--- src/sv/sttk_pkg.sv ---
`default_nettype none
package sttk_pkg;

  localparam int POS_BITS_DEF = 16;
  localparam int KIND_W       = 6;
  localparam int FIELD_W      = 16;
  localparam int MAX_RES      = 4;
  localparam int CNT_W        = 3;

  // token kinds
  localparam logic [KIND_W-1:0] K_IDENT   = 6'd0;
  localparam logic [KIND_W-1:0] K_INT     = 6'd1;
  localparam logic [KIND_W-1:0] K_FLOAT   = 6'd2;
  localparam logic [KIND_W-1:0] K_STRING  = 6'd3;
  localparam logic [KIND_W-1:0] K_CHAR    = 6'd4;
  localparam logic [KIND_W-1:0] K_UNKNOWN = 6'd5;
  localparam logic [KIND_W-1:0] K_TERM    = 6'd6;
  localparam logic [KIND_W-1:0] K_EOF     = 6'd7;
  localparam logic [KIND_W-1:0] K_RANGE   = 6'd32;
  localparam logic [KIND_W-1:0] NO_KIND   = 6'h3F;

  // special bytes
  localparam logic [7:0] CH_UNDER  = 8'h5F;
  localparam logic [7:0] CH_DOT    = 8'h2E;
  localparam logic [7:0] CH_NL     = 8'h0A;
  localparam logic [7:0] CH_BSLASH = 8'h5C;
  localparam logic [7:0] CH_DQUOTE = 8'h22;
  localparam logic [7:0] CH_SQUOTE = 8'h27;
  localparam logic [7:0] CH_SLASH  = 8'h2F;
  localparam logic [7:0] CH_LOW_N  = 8'h6E;

  // scanner modes
  typedef enum logic [10:0] {
    M_IDLE      = 11'b000_0000_0001,
    M_IDENT     = 11'b000_0000_0010,
    M_NUMBER    = 11'b000_0000_0100,
    M_NUM_DOT   = 11'b000_0000_1000,
    M_FLOAT     = 11'b000_0001_0000,
    M_STRING    = 11'b000_0010_0000,
    M_STRING_BS = 11'b000_0100_0000,
    M_OP        = 11'b000_1000_0000,
    M_OP_PLAIN  = 11'b001_0000_0000,
    M_COMMENT   = 11'b010_0000_0000,
    M_UNKNOWN   = 11'b100_0000_0000
  } mode_t;

  // one token record
  typedef struct packed {
    logic [KIND_W-1:0]  kind;
    logic [FIELD_W-1:0] line;
    logic [FIELD_W-1:0] col;
    logic [FIELD_W-1:0] off;
    logic [FIELD_W-1:0] len;
    logic               last;
  } rec_t;

  function automatic logic is_digit(input logic [7:0] c);
    return (c >= 8'h30) && (c <= 8'h39);
  endfunction

  function automatic logic is_alpha(input logic [7:0] c);
    return ((c >= 8'h61) && (c <= 8'h7A)) || ((c >= 8'h41) && (c <= 8'h5A));
  endfunction

  function automatic logic is_ident(input logic [7:0] c);
    return (c == CH_UNDER) || is_alpha(c) || is_digit(c);
  endfunction

  function automatic logic is_space(input logic [7:0] c);
    return (c == 8'h20) || (c == 8'h00) || (c == 8'h0D) || (c == 8'h09);
  endfunction

  // operators that never pair
  function automatic logic [KIND_W-1:0] lone_kind(input logic [7:0] c);
    logic [KIND_W-1:0] k;
    case (c)
      8'h2C:   k = 6'd24;
      8'h7B:   k = 6'd25;
      8'h7D:   k = 6'd26;
      8'h28:   k = 6'd27;
      8'h29:   k = 6'd28;
      8'h5B:   k = 6'd29;
      8'h5D:   k = 6'd30;
      8'h7E:   k = 6'd43;
      8'h24:   k = 6'd44;
      8'h3B:   k = K_TERM;
      8'h40:   k = 6'd45;
      default: k = NO_KIND;
    endcase
    return k;
  endfunction

  // operators that may pair, kind when alone
  function automatic logic [KIND_W-1:0] first_kind(input logic [7:0] c);
    logic [KIND_W-1:0] k;
    case (c)
      8'h3D:   k = 6'd8;
      8'h2B:   k = 6'd11;
      8'h2D:   k = 6'd13;
      8'h2A:   k = 6'd16;
      8'h2F:   k = 6'd18;
      8'h25:   k = 6'd20;
      8'h3A:   k = 6'd22;
      8'h2E:   k = 6'd31;
      8'h21:   k = 6'd33;
      8'h3C:   k = 6'd35;
      8'h3E:   k = 6'd37;
      8'h7C:   k = 6'd39;
      8'h26:   k = 6'd41;
      default: k = NO_KIND;
    endcase
    return k;
  endfunction

  function automatic logic [KIND_W-1:0] pair_kind(input logic [7:0] h, input logic [7:0] c);
    logic [KIND_W-1:0] k;
    case (h)
      8'h3D:   k = (c == 8'h3D) ? 6'd9 : ((c == 8'h3E) ? 6'd10 : NO_KIND);
      8'h2B:   k = (c == 8'h3D) ? 6'd12 : NO_KIND;
      8'h2D:   k = (c == 8'h3E) ? 6'd14 : ((c == 8'h3D) ? 6'd15 : NO_KIND);
      8'h2A:   k = (c == 8'h3D) ? 6'd17 : NO_KIND;
      8'h2F:   k = (c == 8'h3D) ? 6'd19 : NO_KIND;
      8'h25:   k = (c == 8'h3D) ? 6'd21 : NO_KIND;
      8'h3A:   k = (c == 8'h3A) ? 6'd23 : NO_KIND;
      8'h2E:   k = (c == 8'h2E) ? 6'd32 : NO_KIND;
      8'h21:   k = (c == 8'h3D) ? 6'd34 : NO_KIND;
      8'h3C:   k = (c == 8'h3D) ? 6'd36 : NO_KIND;
      8'h3E:   k = (c == 8'h3D) ? 6'd38 : NO_KIND;
      8'h7C:   k = (c == 8'h7C) ? 6'd40 : NO_KIND;
      8'h26:   k = (c == 8'h26) ? 6'd42 : NO_KIND;
      default: k = NO_KIND;
    endcase
    return k;
  endfunction

endpackage
`default_nettype wire

--- src/sv/sttk_lexer.sv ---
`default_nettype none
module sttk_lexer #(
  parameter int POS_BITS = sttk_pkg::POS_BITS_DEF
) (
  input  wire                              clk,
  input  wire                              rst,
  input  wire                              step,
  input  wire  [7:0]                       ch,
  input  wire                              end_of_source,
  output sttk_pkg::rec_t [sttk_pkg::MAX_RES-1:0] res,
  output logic [sttk_pkg::CNT_W-1:0]       n
);

  localparam logic [POS_BITS-1:0] POS_ONE = POS_BITS'(1);
  localparam logic [POS_BITS-1:0] POS_TWO = POS_BITS'(2);
  localparam logic [POS_BITS-1:0] POS_MAX = {POS_BITS{1'b1}};

  // scanner state
  sttk_pkg::mode_t    mode, m;
  logic [7:0]         held, hb;
  logic [7:0]         quote, qb;
  logic [POS_BITS-1:0] tstart, ts;
  logic [POS_BITS-1:0] rlen, rl;
  logic [POS_BITS-1:0] pos, p, ps, prev;
  logic [POS_BITS-1:0] lbegin, lb;
  logic [15:0]        lcount, lc;
  logic               do_idle;
  logic [sttk_pkg::KIND_W-1:0] k;

  function automatic logic [POS_BITS-1:0] inc(input logic [POS_BITS-1:0] x);
    return (x == POS_MAX) ? x : x + POS_ONE;
  endfunction

  function automatic logic [15:0] clampw(input logic [POS_BITS:0] x);
    return (x > (POS_BITS+1)'(17'h0FFFF)) ? 16'hFFFF : 16'(x);
  endfunction

  function automatic sttk_pkg::rec_t mk(input logic [sttk_pkg::KIND_W-1:0] kind,
                                        input logic [POS_BITS-1:0] start,
                                        input logic [POS_BITS-1:0] len,
                                        input logic [15:0] line,
                                        input logic [POS_BITS-1:0] lbeg);
    sttk_pkg::rec_t r;
    logic [POS_BITS:0] colw;
    colw = (start >= lbeg) ? ({1'b0, start} - {1'b0, lbeg} + (POS_BITS+1)'(1))
                           : (POS_BITS+1)'(1);
    r.kind = kind;
    r.line = line;
    r.col  = clampw(colw);
    r.off  = clampw({1'b0, start});
    r.len  = clampw({1'b0, len});
    r.last = 1'b0;
    return r;
  endfunction

  // one byte through the scanner
  always_comb begin
    m = mode; hb = held; qb = quote; ts = tstart; rl = rlen;
    lb = lbegin; lc = lcount; p = pos;
    n = '0; res = '0; do_idle = 1'b0;
    prev = (p != '0) ? p - POS_ONE : '0;
    k = sttk_pkg::pair_kind(held, ch);

    case (mode)
      sttk_pkg::M_IDENT: begin
        if (sttk_pkg::is_ident(ch)) rl = inc(rl);
        else begin
          res[n[1:0]] = mk(sttk_pkg::K_IDENT, ts, rl, lc, lb); n = n + 3'd1;
          do_idle = 1'b1;
        end
      end
      sttk_pkg::M_NUMBER: begin
        if (sttk_pkg::is_digit(ch)) rl = inc(rl);
        else if (ch == sttk_pkg::CH_DOT) m = sttk_pkg::M_NUM_DOT;
        else begin
          res[n[1:0]] = mk(sttk_pkg::K_INT, ts, rl, lc, lb); n = n + 3'd1;
          do_idle = 1'b1;
        end
      end
      sttk_pkg::M_NUM_DOT: begin
        if (ch == sttk_pkg::CH_DOT) begin
          res[n[1:0]] = mk(sttk_pkg::K_INT, ts, rl, lc, lb); n = n + 3'd1;
          res[n[1:0]] = mk(sttk_pkg::K_RANGE, prev, POS_TWO, lc, lb); n = n + 3'd1;
          m = sttk_pkg::M_IDLE;
        end else if (sttk_pkg::is_digit(ch)) begin
          rl = inc(inc(rl));
          m = sttk_pkg::M_FLOAT;
        end else begin
          res[n[1:0]] = mk(sttk_pkg::K_UNKNOWN, ts, inc(rl), lc, lb); n = n + 3'd1;
          if (ch == sttk_pkg::CH_SLASH) begin
            m = sttk_pkg::M_OP_PLAIN; hb = ch; ts = p; rl = POS_ONE;
          end else begin
            do_idle = 1'b1;
          end
        end
      end
      sttk_pkg::M_FLOAT: begin
        if (sttk_pkg::is_digit(ch)) rl = inc(rl);
        else begin
          res[n[1:0]] = mk(sttk_pkg::K_FLOAT, ts, rl, lc, lb); n = n + 3'd1;
          do_idle = 1'b1;
        end
      end
      sttk_pkg::M_STRING, sttk_pkg::M_STRING_BS: begin
        if (mode == sttk_pkg::M_STRING_BS && ch == sttk_pkg::CH_LOW_N) begin
          res[n[1:0]] = mk(sttk_pkg::K_UNKNOWN, ts, rl, lc, lb); n = n + 3'd1;
          m = sttk_pkg::M_UNKNOWN; ts = prev; rl = POS_TWO;
        end else begin
          // escaped byte counts the backslash too
          if (mode == sttk_pkg::M_STRING_BS) begin
            rl = inc(rl); m = sttk_pkg::M_STRING;
          end
          if (ch == sttk_pkg::CH_NL) begin
            res[n[1:0]] = mk(sttk_pkg::K_UNKNOWN, ts, rl, lc, lb); n = n + 3'd1;
            do_idle = 1'b1;
          end else if (ch == sttk_pkg::CH_BSLASH) begin
            m = sttk_pkg::M_STRING_BS;
          end else begin
            rl = inc(rl);
            if (ch == qb) begin
              res[n[1:0]] = mk((qb == sttk_pkg::CH_DQUOTE) ? sttk_pkg::K_STRING
                                                            : sttk_pkg::K_CHAR,
                               ts, rl, lc, lb);
              n = n + 3'd1;
              m = sttk_pkg::M_IDLE;
            end
          end
        end
      end
      sttk_pkg::M_OP, sttk_pkg::M_OP_PLAIN: begin
        m = sttk_pkg::M_IDLE;
        if (mode == sttk_pkg::M_OP && held == sttk_pkg::CH_SLASH &&
            ch == sttk_pkg::CH_SLASH) begin
          m = sttk_pkg::M_COMMENT;
        end else if (k != sttk_pkg::NO_KIND) begin
          res[n[1:0]] = mk(k, ts, POS_TWO, lc, lb); n = n + 3'd1;
        end else begin
          res[n[1:0]] = mk(sttk_pkg::first_kind(held), ts, POS_ONE, lc, lb);
          n = n + 3'd1;
          do_idle = 1'b1;
        end
      end
      sttk_pkg::M_COMMENT: begin
        if (ch == sttk_pkg::CH_NL) do_idle = 1'b1;
      end
      sttk_pkg::M_UNKNOWN: begin
        if (sttk_pkg::is_space(ch) || ch == sttk_pkg::CH_NL) begin
          res[n[1:0]] = mk(sttk_pkg::K_UNKNOWN, ts, rl, lc, lb); n = n + 3'd1;
          do_idle = 1'b1;
        end else begin
          rl = inc(rl);
        end
      end
      default: do_idle = 1'b1;
    endcase

    // byte seen from idle
    if (do_idle) begin
      m = sttk_pkg::M_IDLE;
      if (ch == sttk_pkg::CH_NL) begin
        res[n[1:0]] = mk(sttk_pkg::K_TERM, p, POS_ONE, lc, lb); n = n + 3'd1;
        if (lc != 16'hFFFF) lc = lc + 16'd1;
        lb = inc(p);
      end else if (sttk_pkg::is_space(ch)) begin
        m = sttk_pkg::M_IDLE;
      end else if (sttk_pkg::is_digit(ch)) begin
        m = sttk_pkg::M_NUMBER; ts = p; rl = POS_ONE;
      end else if (ch == sttk_pkg::CH_UNDER || sttk_pkg::is_alpha(ch)) begin
        m = sttk_pkg::M_IDENT; ts = p; rl = POS_ONE;
      end else if (ch == sttk_pkg::CH_DQUOTE || ch == sttk_pkg::CH_SQUOTE) begin
        m = sttk_pkg::M_STRING; ts = p; rl = POS_ONE; qb = ch;
      end else if (sttk_pkg::lone_kind(ch) != sttk_pkg::NO_KIND) begin
        res[n[1:0]] = mk(sttk_pkg::lone_kind(ch), p, POS_ONE, lc, lb); n = n + 3'd1;
      end else if (sttk_pkg::first_kind(ch) != sttk_pkg::NO_KIND) begin
        m = sttk_pkg::M_OP; hb = ch; ts = p; rl = POS_ONE;
      end else begin
        m = sttk_pkg::M_UNKNOWN; ts = p; rl = POS_ONE;
      end
    end

    ps = inc(p);

    // end of source: flush, close line, eof
    if (end_of_source) begin
      case (m)
        sttk_pkg::M_STRING: begin
          res[n[1:0]] = mk(sttk_pkg::K_UNKNOWN, ts, rl, lc, lb); n = n + 3'd1;
        end
        sttk_pkg::M_STRING_BS, sttk_pkg::M_NUM_DOT: begin
          res[n[1:0]] = mk(sttk_pkg::K_UNKNOWN, ts, inc(rl), lc, lb); n = n + 3'd1;
        end
        sttk_pkg::M_IDENT: begin
          res[n[1:0]] = mk(sttk_pkg::K_IDENT, ts, rl, lc, lb); n = n + 3'd1;
        end
        sttk_pkg::M_NUMBER: begin
          res[n[1:0]] = mk(sttk_pkg::K_INT, ts, rl, lc, lb); n = n + 3'd1;
        end
        sttk_pkg::M_FLOAT: begin
          res[n[1:0]] = mk(sttk_pkg::K_FLOAT, ts, rl, lc, lb); n = n + 3'd1;
        end
        sttk_pkg::M_OP, sttk_pkg::M_OP_PLAIN: begin
          res[n[1:0]] = mk(sttk_pkg::first_kind(hb), ts, POS_ONE, lc, lb);
          n = n + 3'd1;
        end
        sttk_pkg::M_UNKNOWN: begin
          res[n[1:0]] = mk(sttk_pkg::K_UNKNOWN, ts, rl, lc, lb); n = n + 3'd1;
        end
        default: n = n;
      endcase
      if (ch != sttk_pkg::CH_NL) begin
        if (n < 3'(sttk_pkg::MAX_RES)) begin
          res[n[1:0]] = mk(sttk_pkg::K_TERM, ps, POS_ONE, lc, lb); n = n + 3'd1;
        end
        if (lc != 16'hFFFF) lc = lc + 16'd1;
        ps = inc(ps);
      end
      if (n < 3'(sttk_pkg::MAX_RES)) begin
        res[n[1:0]] = mk(sttk_pkg::K_EOF, ps, '0, lc, lb);
        res[n[1:0]].col = '0;
        n = n + 3'd1;
      end
      m = sttk_pkg::M_IDLE; hb = '0; qb = '0; ts = '0; rl = '0;
      ps = '0; lb = '0; lc = 16'd1;
    end

    if (n != '0) res[n[1:0] - 2'd1].last = 1'b1;
  end

  // state registers
  always_ff @(posedge clk) begin
    if (rst) begin
      mode   <= sttk_pkg::M_IDLE;
      held   <= '0;
      quote  <= '0;
      tstart <= '0;
      rlen   <= '0;
      pos    <= '0;
      lbegin <= '0;
      lcount <= 16'd1;
    end else if (step) begin
      mode   <= m;
      held   <= hb;
      quote  <= qb;
      tstart <= ts;
      rlen   <= rl;
      pos    <= ps;
      lbegin <= lb;
      lcount <= lc;
    end
  end

endmodule
`default_nettype wire

--- src/sv/sttk_outbuf.sv ---
`default_nettype none
module sttk_outbuf (
  input  wire                                    clk,
  input  wire                                    rst,
  input  wire                                    load,
  input  sttk_pkg::rec_t [sttk_pkg::MAX_RES-1:0] load_recs,
  input  wire  [sttk_pkg::CNT_W-1:0]             load_cnt,
  input  wire                                    take,
  output logic                                   can_load,
  output logic                                   valid,
  output sttk_pkg::rec_t                         rec
);

  sttk_pkg::rec_t [sttk_pkg::MAX_RES-1:0] recs;
  logic [sttk_pkg::CNT_W-1:0] cnt;
  logic [sttk_pkg::CNT_W-1:0] idx;

  // drain one record a cycle while take is high
  assign valid    = idx < cnt;
  assign rec      = recs[idx[1:0]];
  assign can_load = !valid || ((idx + 3'd1 == cnt) && take);

  always_ff @(posedge clk) begin
    if (rst) begin
      cnt <= '0;
      idx <= '0;
    end else if (load) begin
      cnt <= load_cnt;
      idx <= '0;
    end else if (valid && take) begin
      idx <= idx + 3'd1;
    end
  end

  always_ff @(posedge clk) begin
    if (load) begin
      recs <= load_recs;
    end
  end

endmodule
`default_nettype wire

--- src/sv/source_tokenizer.sv ---
`default_nettype none
// Streaming tokenizer: one source byte per src transaction, zero to four token
// records per byte on the tok channel, one record per tok transaction, with
// final_of_run marking the last record of a byte. The records of a byte appear
// the cycle after the byte is taken. A byte is taken every cycle as long as each
// byte gives at most one record and tok_ready stays high. A byte that gives more
// than one record holds the source side while the four-entry record buffer drains.
// In the cycle the last record leaves, src_ready follows tok_ready.
// Raise end_of_source on the last byte: open tokens are flushed, the line is
// closed, an eof record follows, and the scanner starts over for the next source.
module source_tokenizer #(
  parameter int POS_BITS = sttk_pkg::POS_BITS_DEF
) (
  input  wire         clk,
  input  wire         rst,
  input  wire         src_valid,
  output logic        src_ready,
  input  wire  [7:0]  ch,
  input  wire         end_of_source,
  output logic        tok_valid,
  input  wire         tok_ready,
  output logic [5:0]  token_kind,
  output logic [15:0] line_no,
  output logic [15:0] column_no,
  output logic [15:0] byte_offset,
  output logic [15:0] token_len,
  output logic        final_of_run
);

  sttk_pkg::rec_t [sttk_pkg::MAX_RES-1:0] recs;
  sttk_pkg::rec_t rec;
  logic [sttk_pkg::CNT_W-1:0] cnt;
  logic step;

  assign step = src_valid && src_ready;

  // scanner
  sttk_lexer #(.POS_BITS(POS_BITS)) u_lexer (
    .clk           (clk),
    .rst           (rst),
    .step          (step),
    .ch            (ch),
    .end_of_source (end_of_source),
    .res           (recs),
    .n             (cnt)
  );

  // record buffer
  sttk_outbuf u_outbuf (
    .clk       (clk),
    .rst       (rst),
    .load      (step),
    .load_recs (recs),
    .load_cnt  (cnt),
    .take      (tok_ready),
    .can_load  (src_ready),
    .valid     (tok_valid),
    .rec       (rec)
  );

  assign token_kind   = rec.kind;
  assign line_no      = rec.line;
  assign column_no    = rec.col;
  assign byte_offset  = rec.off;
  assign token_len    = rec.len;
  assign final_of_run = rec.last;

endmodule
`default_nettype wire

--- config.mk ---
export PLATFORM = sky130hd
export DESIGN_NAME = source_tokenizer
export DESIGN_NICKNAME = d
export VERILOG_FILES = /design/src/sv/sttk_pkg.sv /design/src/sv/sttk_lexer.sv /design/src/sv/sttk_outbuf.sv /design/src/sv/source_tokenizer.sv
export SDC_FILE = /design/constraint.sdc
export NUM_CORES = 2
export LEC_CHECK = 0
export BUFFER_PORTS_ARGS = -buffer_cell sky130_fd_sc_hd__buf_2
export CORE_MARGIN = 4
export CORE_UTILIZATION = 50
export CTS_CLUSTER_DIAMETER = 100
export DETAILED_ROUTE_END_ITERATION = 10
export PLACE_DENSITY = 0.66
export SETUP_SLACK_MARGIN = 0.05
export SLEW_MARGIN = 30
export SYNTH_ARGS = -nofsm -noshare
export SYNTH_HDL_FRONTEND = slang
export SYNTH_SLANG_ARGS = --single-unit
--- constraint.sdc ---
create_clock -name clk -period 33.8 [get_ports clk]
set_input_delay 1.69 -clock clk [delete_from_list [all_inputs] [get_ports clk]]
set_output_delay 1.69 -clock clk [all_outputs]
set_load 0.1 [all_outputs]
==> metrics.sh <==
FIN_CRIT_SH_PCT=29.6
DRT-TOTAL-WL_UM=171000
GRT_SETUP_UNREPAIRED='no'
IO_BUFFER_COUNT=85
MAX_FREQ_MHz=100
POWER.IR.VDD_WORST_V=0.0000362
REG_TO_REG_SLACK_SETUP_NS=24.57
SYNTH_EDF_COUNT=284
DIE_WIDTH_UM=285
YOSYS-TOP-CELLS-AREA='edfxtp_1 22%, ha_1 6.4%, dfxtp_1 5.9%'
SYNTHESIS.NETS=4920
CLOCK-SKEW-FINAL_NS=0.0396
CTS-HTREE-LEVELS=2
WORST-PATH-MAX-FANOUT=56
CTS.REPORTEDPATHS.CLKPINSLEW_NS=0.06
SYN_AREA_PER_CELL_UM2=8.21
HOLD_VIOLATIONS=0
POST_CTS_HOLD_BUFFER_COUNT=0
POWER.DENSITY_nW_PER_UM2=42.1
FINALWORSTPATHREQUIREDPERIOD_NS=10.00
P_LEAK_uW=0.0144
INITIAL_ANTENNA_VIOLATION_COUNT=8
SYNTH_MOST_COMMON_CELL='nand2_1'
DRIVE_ABOVE_1_SHARE_PCT=10.8
SYNTH_TOP_AREA_SHARE_PCT=22.2
MAXIMUM_BUFFER_DEPTH_OF_THE_CLOCK_TREE=3
SYNTH_SEQ_CELLS=397
CLK-INSERTION-DELAY-LATE_NS=0.64
VIAS_PER_CELL=7.23
BIGGEST_AREA_CONSUMER_AMONG_SYNTHESIZED_CELLS='edfxtp_1'
DRT_ITER0_MARKERS=6880
AREAGROWTHSYNTHTOFINISH_PCT=8.29
SYNTH_WARNINGS=0
OVERALL_OVERFLOW_REMAINING_AFTER_GLOBAL_ROUTE=0
CTS.ROOT.BUFFER_CELL='clkbuf_16'
CRITPATHCAPTURETYPE='flip-flop'
TRITONCTS='done'
COREAREA_UM2=75900
SLEW_HEADROOM_PCT=26.2
HOLD_END='u_lexer.quote[3]$_SDFFE_PP0P_'
SYNTHESIS.INSTANCES=4672
TIGHTEST_SLEW_NS=1.10
WL_PER_CELL_UM=30.3
CRIT_PATH_DAT_NS=10.45
POST-ROUTE-CELL-AREA_UM2=41500
TIMING.FINAL.SETUP_VIOLATIONS=0
DESIGN.FINAL.NETS=4823
FILLCELLCOUNT=7184
HOLDCRITSTARTPOINT='u_lexer.quote[3]$_SDFFE_PP0P_'
IO_PINS=86
DESIGN.DIE.AREA_UM2=81200
PRE_CTS_SLACK_NS=23.78
START_KIND='input port'
POST-ROUTE-WORST-SETUP-SLACK_NS=23.80
FIRST_GLOBAL_VIAS=37300
GRT_FIRST_PASS_WIRELENGTH_UM=250000
DPL-INSTANCE-AREA_UM2=39700
R2R_CELLS=23
ROUTE.ANTENNA.REMAINING_NETS=0
TIMING.MAX_CAP.VIOLATIONS=0
GRT_MAX_DEGREE=89
ROUTE.VIAS.TOTAL=40800
SYN_AREA_UM2=38300
WORSTSETUPPATHTYPE='in2reg'
RUN_STATUS='finished clean'
TRITONCTS.NUM_BUFFERS=48
YS.FLOP_TYPE='edfxtp_1'
SETUP-TNS-FINAL_NS=0
MAXSLEWVIOLCOUNT=0
HPWL_UM=126000
CRIT-REG2REG-LAUNCH='u_lexer.held[2]$_SDFFE_PP0P_'
HOLD_CLASS='reg2reg'
CTSRESIZECOUNT=0
GLOBALROUTETOTALUTIL_PCT=40.4
ROW_COUNT=101
DRT_PRE_ANTENNA_ITERS=9
ASYNC_FLOP_SHARE_PCT=0
DETAIL_ROUTE.DRC_VIOLATIONS=0
POST_SYNTH_MOST_FREQUENT_CELLS='418 x nand2_1, 411 x nor2_1, 394 x a21oi_1, 342 x o21ai_0, 284 x edfxtp_1'
INITIAL_CORE_UTIL_PCT=50.5
POST_CTS_BUFFERS=0
SYNTH-SEQ-AREA-SHARE_PCT=28.1
TIMING.HOLD.WORST_PATH_DEPTH=1
YOSYSUNIQUECELLTYPES=126
WORST-ENDPOINT-REQUIRED_NS=34.25
CLOCK_SINKS=397
DIE_H_UM=285
ROUTABILITYCONGESTION=1.07
REG2REG_TO='u_outbuf.recs[83]$_SDFFCE_PN0P_'
through the flow:
step	hold slack (ns)	total power, uW	utilization [%]	std cells
floorplan	0.465	1030	-	4672
global placement	0.492	1160	52.2	5554
detailed placement	0.493	1160	52.3	5554
CTS	0.505	1730	54.6	5644
global route	0.530	1790	54.7	5646
finish	0.501	1750	54.7	5647
state kept, by name (all words and copies together), names as in the netlist:
name	count
u_lexer.held	8
u_lexer.lbegin	16
u_lexer.lcount	16
u_lexer.mode	11
u_lexer.p	16
u_lexer.quote	8
u_lexer.rlen	16
u_lexer.tstart	16
u_outbuf.cnt	3
u_outbuf.idx	3
u_outbuf.recs	284
worst max path at each step:
| stage | from | endpoint | slack [ns] |
|---|---|---|---|
| final | ch[4] | u_outbuf.recs[83]$_SDFFCE_PN0P_ | 23.80 |
| after global routing | ch[5] | u_outbuf.recs[83]$_SDFFCE_PN0P_ | 23.64 |
| after CTS | ch[4] | u_outbuf.recs[83]$_SDFFCE_PN0P_ | 24.37 |
| after detailed placement | ch[4] | u_outbuf.recs[83]$_SDFFCE_PN0P_ | 23.78 |
| after global placement | ch[4] | u_outbuf.recs[76]$_SDFFCE_PN0P_ | 24.10 |
| after floorplan | u_outbuf.idx[0]$_SDFFE_PP0P_ | u_lexer.quote[3]$_SDFFE_PP0P_ | 20.25 |
area by class of cell:
cell class	count	area, um2	share of cell area (%)
inverters	202	766	1.84
flip-flops and latches	397	10800	26.0
well taps	1030	1290	3.10
clock buffers	62	1250	3.02
diodes	2	5.00	0.0121
clock inverters	28	487	1.17
repair buffers	207	1370	3.29
multi-input cells	3719	25500	61.5
worst max-delay path: stages:
cell	delay, ns
buf_2	0.26
or4b_1	0.74
nor2_4	0.31
o22ai_1	0.19
nand4bb_1	0.33
o22a_1	0.31
o21ai_2	0.44
a21oi_1	0.34
xnor2_1	0.74
inv_1	0.15
ha_1	0.38
inv_1	0.23
ha_1	0.34
a211oi_1	0.49
mux2_2	0.31
inv_1	0.08
ha_1	0.24
o2111ai_4	0.07
buf_4	0.60
and2_1	0.76
nand2_1	0.45
nor2_1	0.60
a21oi_1	0.15
o21ai_0	0.17
logic make-up (layout without fill, tap and decap cells):
group	after synthesis	after routing	share of synthesized area (%)
flip-flops	397	397	28.1
XOR/XNOR	166	166	3.81
buffers and inverters	556	499	5.64
AO/OA/AOI/OAI	1626	1626	28.0
AND/OR/NAND/NOR	1571	1571	20.4
adder cells (fa/ha/maj)	235	235	8.45
other	0	2	0
multiplexers	121	121	5.53
per-layer routing:
layer / up-vias / global-route usage, % / share of wire (%)
li1: 17500 / - / -
met5: - / 1.61 / 0.12
met1: 19400 / 56.2 / 40
met3: 566 / 16.2 / 16
met2: 3305 / 55.2 / 39
met4: 16 / 17.4 / 5.5
layout by cell type, fill, tap and decap left out, drive strengths merged, types with 58 or more instances in the layout:
cell type and count:
inv 200, buf 207, ha 195, a31oi 75, o22ai 113, xnor2 108
o21ai 365, nand3 142, a21oi 397, o211ai 68, mux4 71, dfxtp 113
nor2 413, nor3 134, clkbuf 62, xor2 58, nand2 420, a22oi 96
edfxtp 284
power by group:
group	leakage (uW)	internal [uW]	total [uW]	switching, uW
combinational	0.00985	134	561	427
clock	0.000823	343	576	232
sequential	0.00373	591	610	19.1
total	0.0144	1070	1750	678
Power figures use the tool's default switching activity.
